[config.mk]
export PLATFORM = sky130hd
export DESIGN_NAME = bqe_emit
export DESIGN_NICKNAME = d
export VERILOG_FILES = /design/src/sv/bqe_pkg.sv /design/src/sv/bqe_emit.sv
export VERILOG_INCLUDE_DIRS = /design/src /design/src/sv
export SDC_FILE = /design/constraint.sdc
export NUM_CORES = 1
export LEC_CHECK = 0
export BUFFER_PORTS_ARGS = -buffer_cell sky130_fd_sc_hd__clkbuf_2
export CORE_UTILIZATION = 29
export CTS_CLUSTER_DIAMETER = 150
export DETAILED_ROUTE_END_ITERATION = 8
export PLACE_DENSITY = 0.45
export SLEW_MARGIN = 20
export SYNTH_ARGS = -nofsm -noshare
export SYNTH_HDL_FRONTEND = slang
export SYNTH_SLANG_ARGS = --single-unit
[constraint.sdc]
create_clock -name i_clk -period 15.3 [get_ports i_clk]
set_clock_uncertainty 0.15 [all_clocks]
set_input_delay 3.06 -clock i_clk [delete_from_list [all_inputs] [get_ports i_clk]]
set_output_delay 3.06 -clock i_clk [all_outputs]
set_load 0.02 [all_outputs]
[src/sv/billboard_quad_expander_assert.svh]
// assertion macros for the billboard quad expander
`ifndef BILLBOARD_QUAD_EXPANDER_ASSERT_SVH
`define BILLBOARD_QUAD_EXPANDER_ASSERT_SVH
`ifndef SYNTHESIS
// property must hold at every clock edge outside reset
`define BQE_ASSERT(lbl, clk, rst_n, prop, msg) \
    lbl: assert property (@(posedge clk) disable iff (!rst_n) prop) else $error(msg);
// condition must never be true outside reset
`define BQE_NEVER(lbl, clk, rst_n, cond, msg) \
    lbl: assert property (@(posedge clk) disable iff (!rst_n) !(cond)) else $error(msg);
`else
`define BQE_ASSERT(lbl, clk, rst_n, prop, msg)
`define BQE_NEVER(lbl, clk, rst_n, cond, msg)
`endif
`endif

[src/sv/bqe_pkg.sv]
// shared types, widths and constants of the billboard quad expander
`default_nettype none
package bqe_pkg;

    localparam int unsigned AXES       = 3;
    localparam int unsigned VEC_W      = 16;
    localparam int unsigned POS_W      = 32;
    localparam int unsigned TEX_W      = 16;
    localparam int unsigned RAD_W      = 31;
    localparam int unsigned RAD_LO_W   = 16;
    localparam int unsigned CLR_W      = 32;
    localparam int unsigned PROD_W     = 2 * VEC_W;
    localparam int unsigned SUM_W      = PROD_W + 1;
    localparam int unsigned PLO_W      = SUM_W + RAD_LO_W + 1;
    localparam int unsigned PHI_W      = SUM_W + RAD_W - RAD_LO_W + 1;
    localparam int unsigned FULL_W     = 64;
    localparam int unsigned RND_SH     = 30;
    localparam int unsigned BAS_W      = FULL_W - RND_SH;
    localparam int unsigned QSUM_W     = BAS_W + 1;
    localparam int unsigned EXT_W      = QSUM_W + 1;
    localparam int unsigned BAS_STAGES = 4;
    localparam int unsigned CFG_IDX_W  = 3;
    localparam int unsigned CORNER_W   = 2;

    localparam logic [FULL_W-1:0]   RND_HALF    = FULL_W'(1) << (RND_SH - 1);
    localparam logic [CORNER_W-1:0] CORNER_LAST = {CORNER_W{1'b1}};
    localparam logic [POS_W-1:0]    POS_MAX     = {1'b0, {(POS_W-1){1'b1}}};
    localparam logic [POS_W-1:0]    POS_MIN     = {1'b1, {(POS_W-1){1'b0}}};

    typedef logic signed [VEC_W-1:0] t_vec;

    typedef enum logic [CFG_IDX_W-1:0] {
        CFG_TOP_X   = 3'd0,
        CFG_TOP_Y   = 3'd1,
        CFG_TOP_Z   = 3'd2,
        CFG_RIGHT_X = 3'd3,
        CFG_RIGHT_Y = 3'd4,
        CFG_RIGHT_Z = 3'd5
    } t_cfg_idx;

    typedef struct packed {
        t_vec [AXES-1:0] top;
        t_vec [AXES-1:0] right;
    } t_cam;

    // top = (0, max, 0), right = (max, 0, 0); index 0 is x
    localparam t_cam CAM_RST = '{
        top:   {16'sd0, 16'sd32767, 16'sd0},
        right: {16'sd0, 16'sd0, 16'sd32767}
    };

    typedef struct packed {
        logic [AXES-1:0][POS_W-1:0] pos;
        logic [TEX_W-1:0]           tex_left;
        logic [TEX_W-1:0]           tex_top;
        logic [TEX_W-1:0]           tex_right;
        logic [TEX_W-1:0]           tex_bottom;
        logic [CLR_W-1:0]           color;
    } t_side;

    typedef struct packed {
        t_side                      side;
        logic [AXES-1:0][BAS_W-1:0] vr;
        logic [AXES-1:0][BAS_W-1:0] vt;
    } t_basis;

    // clamp a wide signed sum to the 32 bit coordinate range
    function automatic logic [POS_W-1:0] sat_pos(input logic signed [EXT_W-1:0] v);
        logic same;
        same = (v[EXT_W-1:POS_W-1] == {(EXT_W-POS_W+1){1'b0}}) ||
               (v[EXT_W-1:POS_W-1] == {(EXT_W-POS_W+1){1'b1}});
        if (same) begin
            return v[POS_W-1:0];
        end
        return v[EXT_W-1] ? POS_MIN : POS_MAX;
    endfunction

endpackage
`default_nettype wire

[src/sv/bqe_emit.sv]
// corner stage: holds one quad and sends its four vertices, one per cycle
`default_nettype none
`include "billboard_quad_expander_assert.svh"
module bqe_emit import bqe_pkg::*; (
    input  logic                i_clk,
    input  logic                i_rst_n,
    input  logic                i_valid,
    input  t_basis              i_basis,
    output logic                o_ready,
    output logic                o_valid,
    output logic [POS_W-1:0]    o_vert_x,
    output logic [POS_W-1:0]    o_vert_y,
    output logic [POS_W-1:0]    o_vert_z,
    output logic [CLR_W-1:0]    o_vert_color,
    output logic [TEX_W-1:0]    o_vert_u,
    output logic [TEX_W-1:0]    o_vert_v,
    output logic [CORNER_W-1:0] o_corner_index,
    output logic                o_last_corner
);

    logic                        r_vld5;
    logic [CORNER_W-1:0]         r_corner;
    t_side                       r_side;
    logic signed [QSUM_W-1:0]    r_sum [AXES];
    logic signed [QSUM_W-1:0]    r_dif [AXES];
    logic signed [QSUM_W-1:0]    n_sum [AXES];
    logic signed [QSUM_W-1:0]    n_dif [AXES];

    logic                        r_out_vld;
    logic [AXES-1:0][POS_W-1:0]  r_vert;
    logic [AXES-1:0][POS_W-1:0]  n_vert;
    logic [CLR_W-1:0]            r_color;
    logic [TEX_W-1:0]            r_u, r_v;
    logic [CORNER_W-1:0]         r_corner_out;
    logic                        r_last;

    logic signed [QSUM_W-1:0]    sel [AXES];
    logic signed [EXT_W-1:0]     wide [AXES];

    // free when empty or when the last corner goes out this cycle
    assign o_ready = !r_vld5 || (r_corner == CORNER_LAST);

    always_comb begin
        for (int i = 0; i < AXES; i++) begin
            n_sum[i] = QSUM_W'($signed(i_basis.vt[i])) + QSUM_W'($signed(i_basis.vr[i]));
            n_dif[i] = QSUM_W'($signed(i_basis.vt[i])) - QSUM_W'($signed(i_basis.vr[i]));
            // vt and vr same sign -> sum, else difference; bit 0 gives the sign
            sel[i]  = (r_corner[0] == r_corner[1]) ? r_sum[i] : r_dif[i];
            wide[i] = EXT_W'($signed(r_side.pos[i]))
                      + (r_corner[0] ? EXT_W'(sel[i]) : -EXT_W'(sel[i]));
            n_vert[i] = sat_pos(wide[i]);
        end
    end

    always_ff @(posedge i_clk) begin
        if (!i_rst_n) begin
            r_vld5    <= 1'b0;
            r_corner  <= '0;
            r_out_vld <= 1'b0;
        end else begin
            if (o_ready) begin
                r_vld5 <= i_valid;
            end
            if (r_vld5) begin
                r_corner <= r_corner + CORNER_W'(1);
            end
            r_out_vld <= r_vld5;
        end
    end

    always_ff @(posedge i_clk) begin
        if (o_ready) begin
            r_side <= i_basis.side;
            r_sum  <= n_sum;
            r_dif  <= n_dif;
        end
        r_vert       <= n_vert;
        r_color      <= r_side.color;
        r_u          <= r_corner[1] ? r_side.tex_right : r_side.tex_left;
        r_v          <= r_corner[0] ? r_side.tex_top : r_side.tex_bottom;
        r_corner_out <= r_corner;
        r_last       <= (r_corner == CORNER_LAST);
    end

    assign o_valid        = r_out_vld;
    assign o_vert_x       = r_vert[0];
    assign o_vert_y       = r_vert[1];
    assign o_vert_z       = r_vert[2];
    assign o_vert_color   = r_color;
    assign o_vert_u       = r_u;
    assign o_vert_v       = r_v;
    assign o_corner_index = r_corner_out;
    assign o_last_corner  = r_last;

    `BQE_ASSERT(a_quad_unbroken, i_clk, i_rst_n, r_out_vld && !r_last |=> r_out_vld && (r_corner_out == $past(r_corner_out) + 2'd1), "quad vertices not consecutive")
    `BQE_ASSERT(a_color_held, i_clk, i_rst_n, r_out_vld && !r_last |=> $stable(r_color), "color changed inside a quad")
    `BQE_ASSERT(a_quad_restart, i_clk, i_rst_n, r_out_vld && r_last |=> !r_out_vld || (r_corner_out == '0), "new quad does not start at corner zero")

endmodule
`default_nettype wire

==> metrics, run 1 <==
status finished clean; die area 128,000 um^2; Final HPWL DP 89,300 um; first-pass GRT wire length 166,000 um; antenna violations before repair 22; largest cells by area after synthesis edfxtp_1, ha_1, dfxtp_1; Inserted Clock Buffers 73; Worst setup EP type flip-flop; met1 GRT Util 0.233; grt met3 use 0.0342; final slew viol count 0; detailed-route DRC error count 0; Crit path buffers/inverters 2; CP max stage cell buf_4; fmax 131 MHz; top cell type's share of synthesized area 0.326; Largest stage delay, worst path 0.77 ns; post-CTS setup buffer count 0; GRT busiest layer met2; Die Span X 358 um; most used cell, CP buf_4; min-delay src r_side[6]$_DFFE_PP_; Peak VDD IR 0.0000794 V; Post-Syn Nets 4,430; mapped cell area 36,700 um^2; Setup-failing EPs final 0; RSZ-0062 raised after global routing false; hold slack 0.183 ns; core box area 126,000 um^2; Yosys reg bits 566; Total GRT Usage 0.167; final instance area 43,600 um^2; hold path depth 0; M2 GR Usage 0.264; post-synthesis sequential area ratio 0.417; synth warn 0; maxcap violations 0; syn avg cell area 9.91 um^2; P_leak 0.0182 uW; CTS root buffer clkbuf_16; total number of vias 28.8k; post-route setup TNS 0 ns; Clock Pin Slew Worst Setup and Hold Paths 0.06 ns; WP data required 15.73 ns; PwrDens 156 nW/um^2; crit path cell chain ha_4, buf_4, nor3b_1, o221ai_1, nor3_1, and3_1, nand3_1, o41ai_2, xor2_1, ha_1, a21oi_1, o21a_1, o211ai_1, a211oi_1, o22ai_1, a31oi_1, o21ai_1, xnor2_1, o31a_1, buf_4, a21o_1; synth-to-layout area growth 18.5%; number of port buffers 563; worst-skew pair later-pin latency 0.65 ns; Post-Synthesis Cells 3,706; share of cells above drive strength 1 0.182; fraction of the cycle the final worst path needs 0.499; vias in the first global route 27.9k; R2R Setup Slk 7.66 ns; Worst Path Arrival 8.07 ns; critical path startpoint category flip-flop; Design Power 6800 uW; HP Class flip-flop to flip-flop; Initial DRT Pass Iterations 5; DP Cell Count 5,780; DP Area 41,100 um^2; global placement routability congestion 0.870; Overflow after GRT 0; Synth Flop Type edfxtp_1; R2R Path End o_vert_z[5]$_DFF_P_; # IOs 564; CP Class flip-flop to flip-flop; Final Hold Viols 0; Worst Tran Pin Value 0.997 ns; Max FO, Critical Path 84; Post-DRT Antenna Nets 0; R2R depth 21; EDFF count, synth 399; R2R Path Start r_corner[0]$_SDFFE_PN0P_; fin nets 4,929; Sink Count 566; CTS tree done; Routed WL 111,000 um; Die Height 358 um; Max Root-Sink Buffers 3; Resize count post-CTS 0; final std cells w/o fill 5,916; Iter 0 DRT Violations 1,938; Avg WL per Cell 18.7 um; area leader, netlist edfxtp_1; count of cell types in the netlist 93; Fill cells 13.0k; number of H-tree levels 3; asr flop ratio synth 0; Worst slew margin 0.330; Min-Delay Endpoint o_vert_color[6]$_DFF_P_; vias per std cell 4.86; fin crit period 7.64 ns; largest net degree at the start of global routing 85; initial core utilization 0.293; # rows 130; delay-heaviest family, CP compound AO/OA/AOI/OAI gates; hold buffers post-CTS 0
==> worst register-to-register path, cell delays in order, from the launching register on <==
cell,delay [ns]
dfxtp_4,0.45
ha_4,0.76
buf_4,0.83
nor3b_1,0.28
o221ai_1,0.22
nor3_1,0.39
and3_1,0.24
nand3_1,0.13
o41ai_2,0.56
xor2_1,0.24
ha_1,0.38
a21oi_1,0.19
o21a_1,0.17
o211ai_1,0.10
a211oi_1,0.32
o22ai_1,0.24
a31oi_1,0.36
o21ai_1,0.13
xnor2_1,0.30
o31a_1,0.59
buf_4,0.39
a21o_1,0.15
==> metal layers <==
| metal | vias up | part of all wire |
|---|---|---|
| met5 | - | 0.00090 |
| met3 | 127 | 0.055 |
| met1 | 13392 | 0.48 |
| met4 | 16 | 0.019 |
| met2 | 695 | 0.45 |
| li1 | 14521 | - |
==> metrics by stage <==
step | utilization | setup slack [ns]
4_1_cts | 0.347 | 7.55
5_1_grt | 0.347 | 6.91
6_report | 0.347 | 7.66
3_5_place_dp | 0.327 | 7.64
3_3_place_gp | 0.327 | 7.83
2_1_floorplan | - | 2.03
==> area by class of cell <==
type | instances | area, um^2 | share of cell area
Clock buffer | 94 | 2020 | 0.0464
Tap cell | 1650 | 2060 | 0.0474
Antenna cell | 1 | 2.50 | 0.0000575
Sequential cell | 566 | 15300 | 0.352
Multi-Input combinational cell | 2729 | 19800 | 0.455
Timing Repair Buffer | 583 | 2970 | 0.0682
Inverter | 252 | 946 | 0.0217
Clock inverter | 41 | 418 | 0.00960
==> kinds of logic (layout without fill, tap and decap cells) <==
family,count (synthesis),count (layout),synth area share
xor+xnor,360,360,0.0860
other cells,0,1,0
mux,114,114,0.0325
fa+ha+maj,325,325,0.113
buf+inv,411,970,0.0451
compound gates,1077,1077,0.192
flops,566,566,0.417
simple gates,853,853,0.114
==> power by group <==
part / total, uW / leakage (uW) / switching, uW / internal [uW]
Clock: 1730 / 0.00119 / 697 / 1030
Sequential: 2190 / 0.00542 / 183 / 2010
Combinational: 2890 / 0.0116 / 1760 / 1130
==> layout by cell type, fill, tap and decap left out, types with 46 or more instances in the layout <==
| cell | n |
|---|---|
| nand3_1 | 46 |
| xnor2_1 | 260 |
| ha_1 | 315 |
| a21oi_1 | 304 |
| inv_1 | 250 |
| nor2_1 | 295 |
| o21ai_0 | 162 |
| clkbuf_2 | 563 |
| dfxtp_1 | 166 |
| clkbuf_16 | 76 |
| mux2i_1 | 71 |
| nor3_1 | 83 |
| nand2b_1 | 70 |
| o21bai_1 | 54 |
| a21o_1 | 105 |
| nand2_1 | 144 |
| edfxtp_1 | 399 |
| xor2_1 | 99 |
| o21a_1 | 79 |
==> synth_stat cells (all sizes together), types with 79 or more instances <==
cell type	n
o21ai	207
clkbuf	110
dfxtp	167
edfxtp	399
a21oi	305
ha	316
nor3	86
inv	250
xor2	99
o21a	79
nand2	144
a21o	105
nor2	295
xnor2	261
==> registers in the layout (all words and copies together) (netlist names), 32 cells and up <==
| name | count |
|---|---|
| r_sum | 105 |
| r_side | 192 |
| r_dif | 102 |
| o_vert_z | 32 |
| o_vert_x | 32 |
| o_vert_color | 32 |
| o_vert_y | 32 |
==> worst max-delay path by stage <==
| stage | cells past startpoint | startpoint | endpoint | slack (ns) |
|---|---|---|---|---|
| floorplan | 2 | r_corner[0]$_SDFFE_PN0P_ | o_ready | 2.03 |
| global placement | 24 | r_corner[0]$_SDFFE_PN0P_ | o_vert_z[5]$_DFF_P_ | 7.83 |
| detailed placement | 21 | r_corner[0]$_SDFFE_PN0P_ | o_vert_z[5]$_DFF_P_ | 7.64 |
| CTS | 21 | r_corner[0]$_SDFFE_PN0P_ | o_vert_z[5]$_DFF_P_ | 7.55 |
| global route | 24 | r_corner[0]$_SDFFE_PN0P_ | o_vert_z[5]$_DFF_P_ | 6.91 |
| finish | 21 | r_corner[0]$_SDFFE_PN0P_ | o_vert_z[5]$_DFF_P_ | 7.66 |
(Power assumes the default switching activity.)
==> inputs of run 2 (changes only) <==
--- a/config.mk
+++ b/config.mk
@@ -6,6 +6,7 @@
 export SDC_FILE = /design/constraint.sdc
 export NUM_CORES = 1
 export LEC_CHECK = 0
+export ABC_AREA = 1
 export BUFFER_PORTS_ARGS = -buffer_cell sky130_fd_sc_hd__clkbuf_2
 export CORE_UTILIZATION = 29
 export CTS_CLUSTER_DIAMETER = 150
==> constraint.sdc (replaced) <==
create_clock -name i_clk -period 7.4 [get_ports i_clk]
set_clock_uncertainty 0.15 [all_clocks]
set_input_delay 1.48 -clock i_clk [delete_from_list [all_inputs] [get_ports i_clk]]
set_output_delay 1.48 -clock i_clk [all_outputs]
set_load 0.02 [all_outputs]
==> run 2 against run 1 <==
Synthesized area up 7.5%. Via count up 20%. Flip-flop and latch count unchanged. Cell count up 26%. Maximum frequency up 26%. Critical endpoint is now o_vert_z[18]$_DFF_P_. Clock-buffer cell count down 20. Synthesized cell count up 38%. Critical path depth up 3. Worst setup slack worse by 6.3 ns. Sequential share of layout area down 2.0 points. Cell area up 6.1%.
==> metrics, run 2 <==
DP Worst Slack 1.23 ns; # IOs 564; post-route setup TNS 0 ns; initial core utilization 0.292; mapped cell area 39,500 um^2; number of H-tree levels 2; WP data required 7.77 ns; antenna violations before repair 21; asr flop ratio synth 0; total number of vias 34.4k; max reg flops 192; synth-to-layout area growth 17.0%; Clock Pin Slew Worst Setup and Hold Paths 0.06 ns; Max Root-Sink Buffers 3; Total GRT Usage 0.190; area leader, netlist edfxtp_1; top cell type's share of synthesized area 0.303; synth warn 0; leading cell type in the layout, fill and taps excluded nand2_1; # rows 135; count leader, synth nand2_1; Initial DRT Pass Iterations 5; PwrDens 299 nW/um^2; largest net degree at the start of global routing 131; Post-Synthesis Cells 5,105; fraction of the cycle the final worst path needs 0.822; Avg WL per Cell 18.1 um; Worst Tran Pin Value 1.03 ns; critical path startpoint category flip-flop; Worst slew margin 0.307; vias per std cell 4.61; global placement routability congestion 0.936; R2R depth 24; Inserted Clock Buffers 61; fmax 164 MHz; Worst Path Arrival 6.45 ns; status finished clean; hold path depth 0; Overflow after GRT 0; Die Height 371 um; Reg with most FFs r_side; Resize count post-CTS 0; Die Span X 371 um; EDFF count, synth 399; Worst setup EP type flip-flop; Max FO, Critical Path 43; number of port buffers 563; share of cells above drive strength 1 0.133; Yosys reg bits 566; Final HPWL DP 114,000 um; CP Class flip-flop to flip-flop; die area 138,000 um^2; worst-skew pair later-pin latency 0.67 ns; biggest registers after layout r_side x192, r_sum x105, r_dif x102; hold buffers post-CTS 0; Post-Syn Nets 5,829; P_leak 0.0221 uW; CTS tree done; HP Class flip-flop to flip-flop; CTS root buffer clkbuf_16; Peak VDD IR 0.000191 V; most frequent cells after synthesis nand2_1, inv_1, nor2_1; Routed WL 135,000 um; Synth Flop Type edfxtp_1; syn avg cell area 7.73 um^2; Final Hold Viols 0; Sink Count 566; fin nets 6,345; post-synthesis sequential area ratio 0.388; core box area 135,000 um^2; setup ws final 1.32 ns; first-pass GRT wire length 200,000 um; post-CTS setup buffer count 0; Iter 0 DRT Violations 2,321; final slew viol count 0; maxcap violations 0; largest cells by area after synthesis edfxtp_1, nand2_1, ha_1; vias in the first global route 33.0k; fin crit period 6.08 ns; final std cells w/o fill 7,459; detailed-route DRC error count 0; RSZ-0062 raised after global routing false; Post-DRT Antenna Nets 0; Setup-failing EPs final 0; most frequent cells in the layout nand2_1, inv_1, clkbuf_2; count of cell types in the netlist 53; DP Cell Count 7,339
[run 2: path summary, 6_finish.rpt]
| check | start | to | slack [ns] |
|---|---|---|---|
| worst max register to register | r_corner[0]$_SDFFE_PN0P_ | o_vert_z[18]$_DFF_P_ | 1.32 |
| worst min-delay path | r_side[8]$_DFFE_PP_ | o_vert_color[8]$_DFF_P_ | 0.19 |
| worst min register to register | r_side[8]$_DFFE_PP_ | o_vert_color[8]$_DFF_P_ | 0.19 |
| worst max-delay path | r_corner[0]$_SDFFE_PN0P_ | o_vert_z[18]$_DFF_P_ | 1.32 |
[run 2: power by group]
| part | switching (uW) | internal (uW) | leakage (uW) | total (uW) |
|---|---|---|---|---|
| registers | 209 | 4120 | 0.00543 | 4330 |
| logic | 4310 | 1950 | 0.0156 | 6260 |
| clock network | 1350 | 1870 | 0.00104 | 3230 |
| total | 5870 | 7950 | 0.0221 | 13800 |
[run 2: final cells by class]
cell class,instances,area [um^2]
antenna,4,10.0
clock buffer,74,1670
clock inverter,42,479
fill,14492,89100
inverter,700,2630
multi-input combinational,3716,20900
sequential,566,15300
tap,1781,2230
timing repair buffer,576,2950
[run 2: kinds of logic after synthesis]
kind of cell             count (synthesis)  share of synthesized area
flip-flops                             566                      0.388
XOR/XNOR                               367                     0.0814
multiplexers                            22                    0.00608
adder cells (fa/ha/maj)                325                      0.105
buffers and inverters                  823                     0.0826
AO/OA/AOI/OAI                          732                      0.106
AND/OR/NAND/NOR                       2270                      0.232
[run 2: stage by stage]
| stage | area, um^2 | utilization | total power (uW) | hold WS, ns |
|---|---|---|---|---|
| after floorplan | 39500 | - | 8620 | 0.173 |
| after global placement | 44100 | 0.326 | 10700 | 0.174 |
| after detailed placement | 44100 | 0.326 | 10700 | 0.179 |
| after CTS | 46200 | 0.341 | 14000 | 0.194 |
| after global routing | 46200 | 0.341 | 14800 | 0.195 |
| final | 46200 | 0.342 | 13800 | 0.191 |
[run 2: per-layer routing]
metal | share of wire | GRT usage
met5 | 0 | 0
met1 | 0.52 | 0.292
met3 | 0.049 | 0.0224
met4 | 0.020 | 0.0377
met2 | 0.41 | 0.280
[run 2: critical path, stage by stage, from the launching register on]
cell      delay, ns
dfxtp_4        0.35
ha_4           0.51
clkinv_2       0.54
buf_12         0.37
o21ai_1        0.37
nand3_1        0.24
nor2_2         0.20
nand2_1        0.11
inv_1          0.09
nand4_1        0.17
o21ai_0        0.35
o21ai_0        0.18
xnor2_1        0.22
ha_1           0.40
inv_1          0.11
nor3_1         0.26
nand2_1        0.11
a21oi_1        0.13
nor2_1         0.07
nand3_1        0.08
nand2_1        0.09
nor2_1         0.11
nand2_1        0.08
nand2_2        0.46
nand2_1        0.13
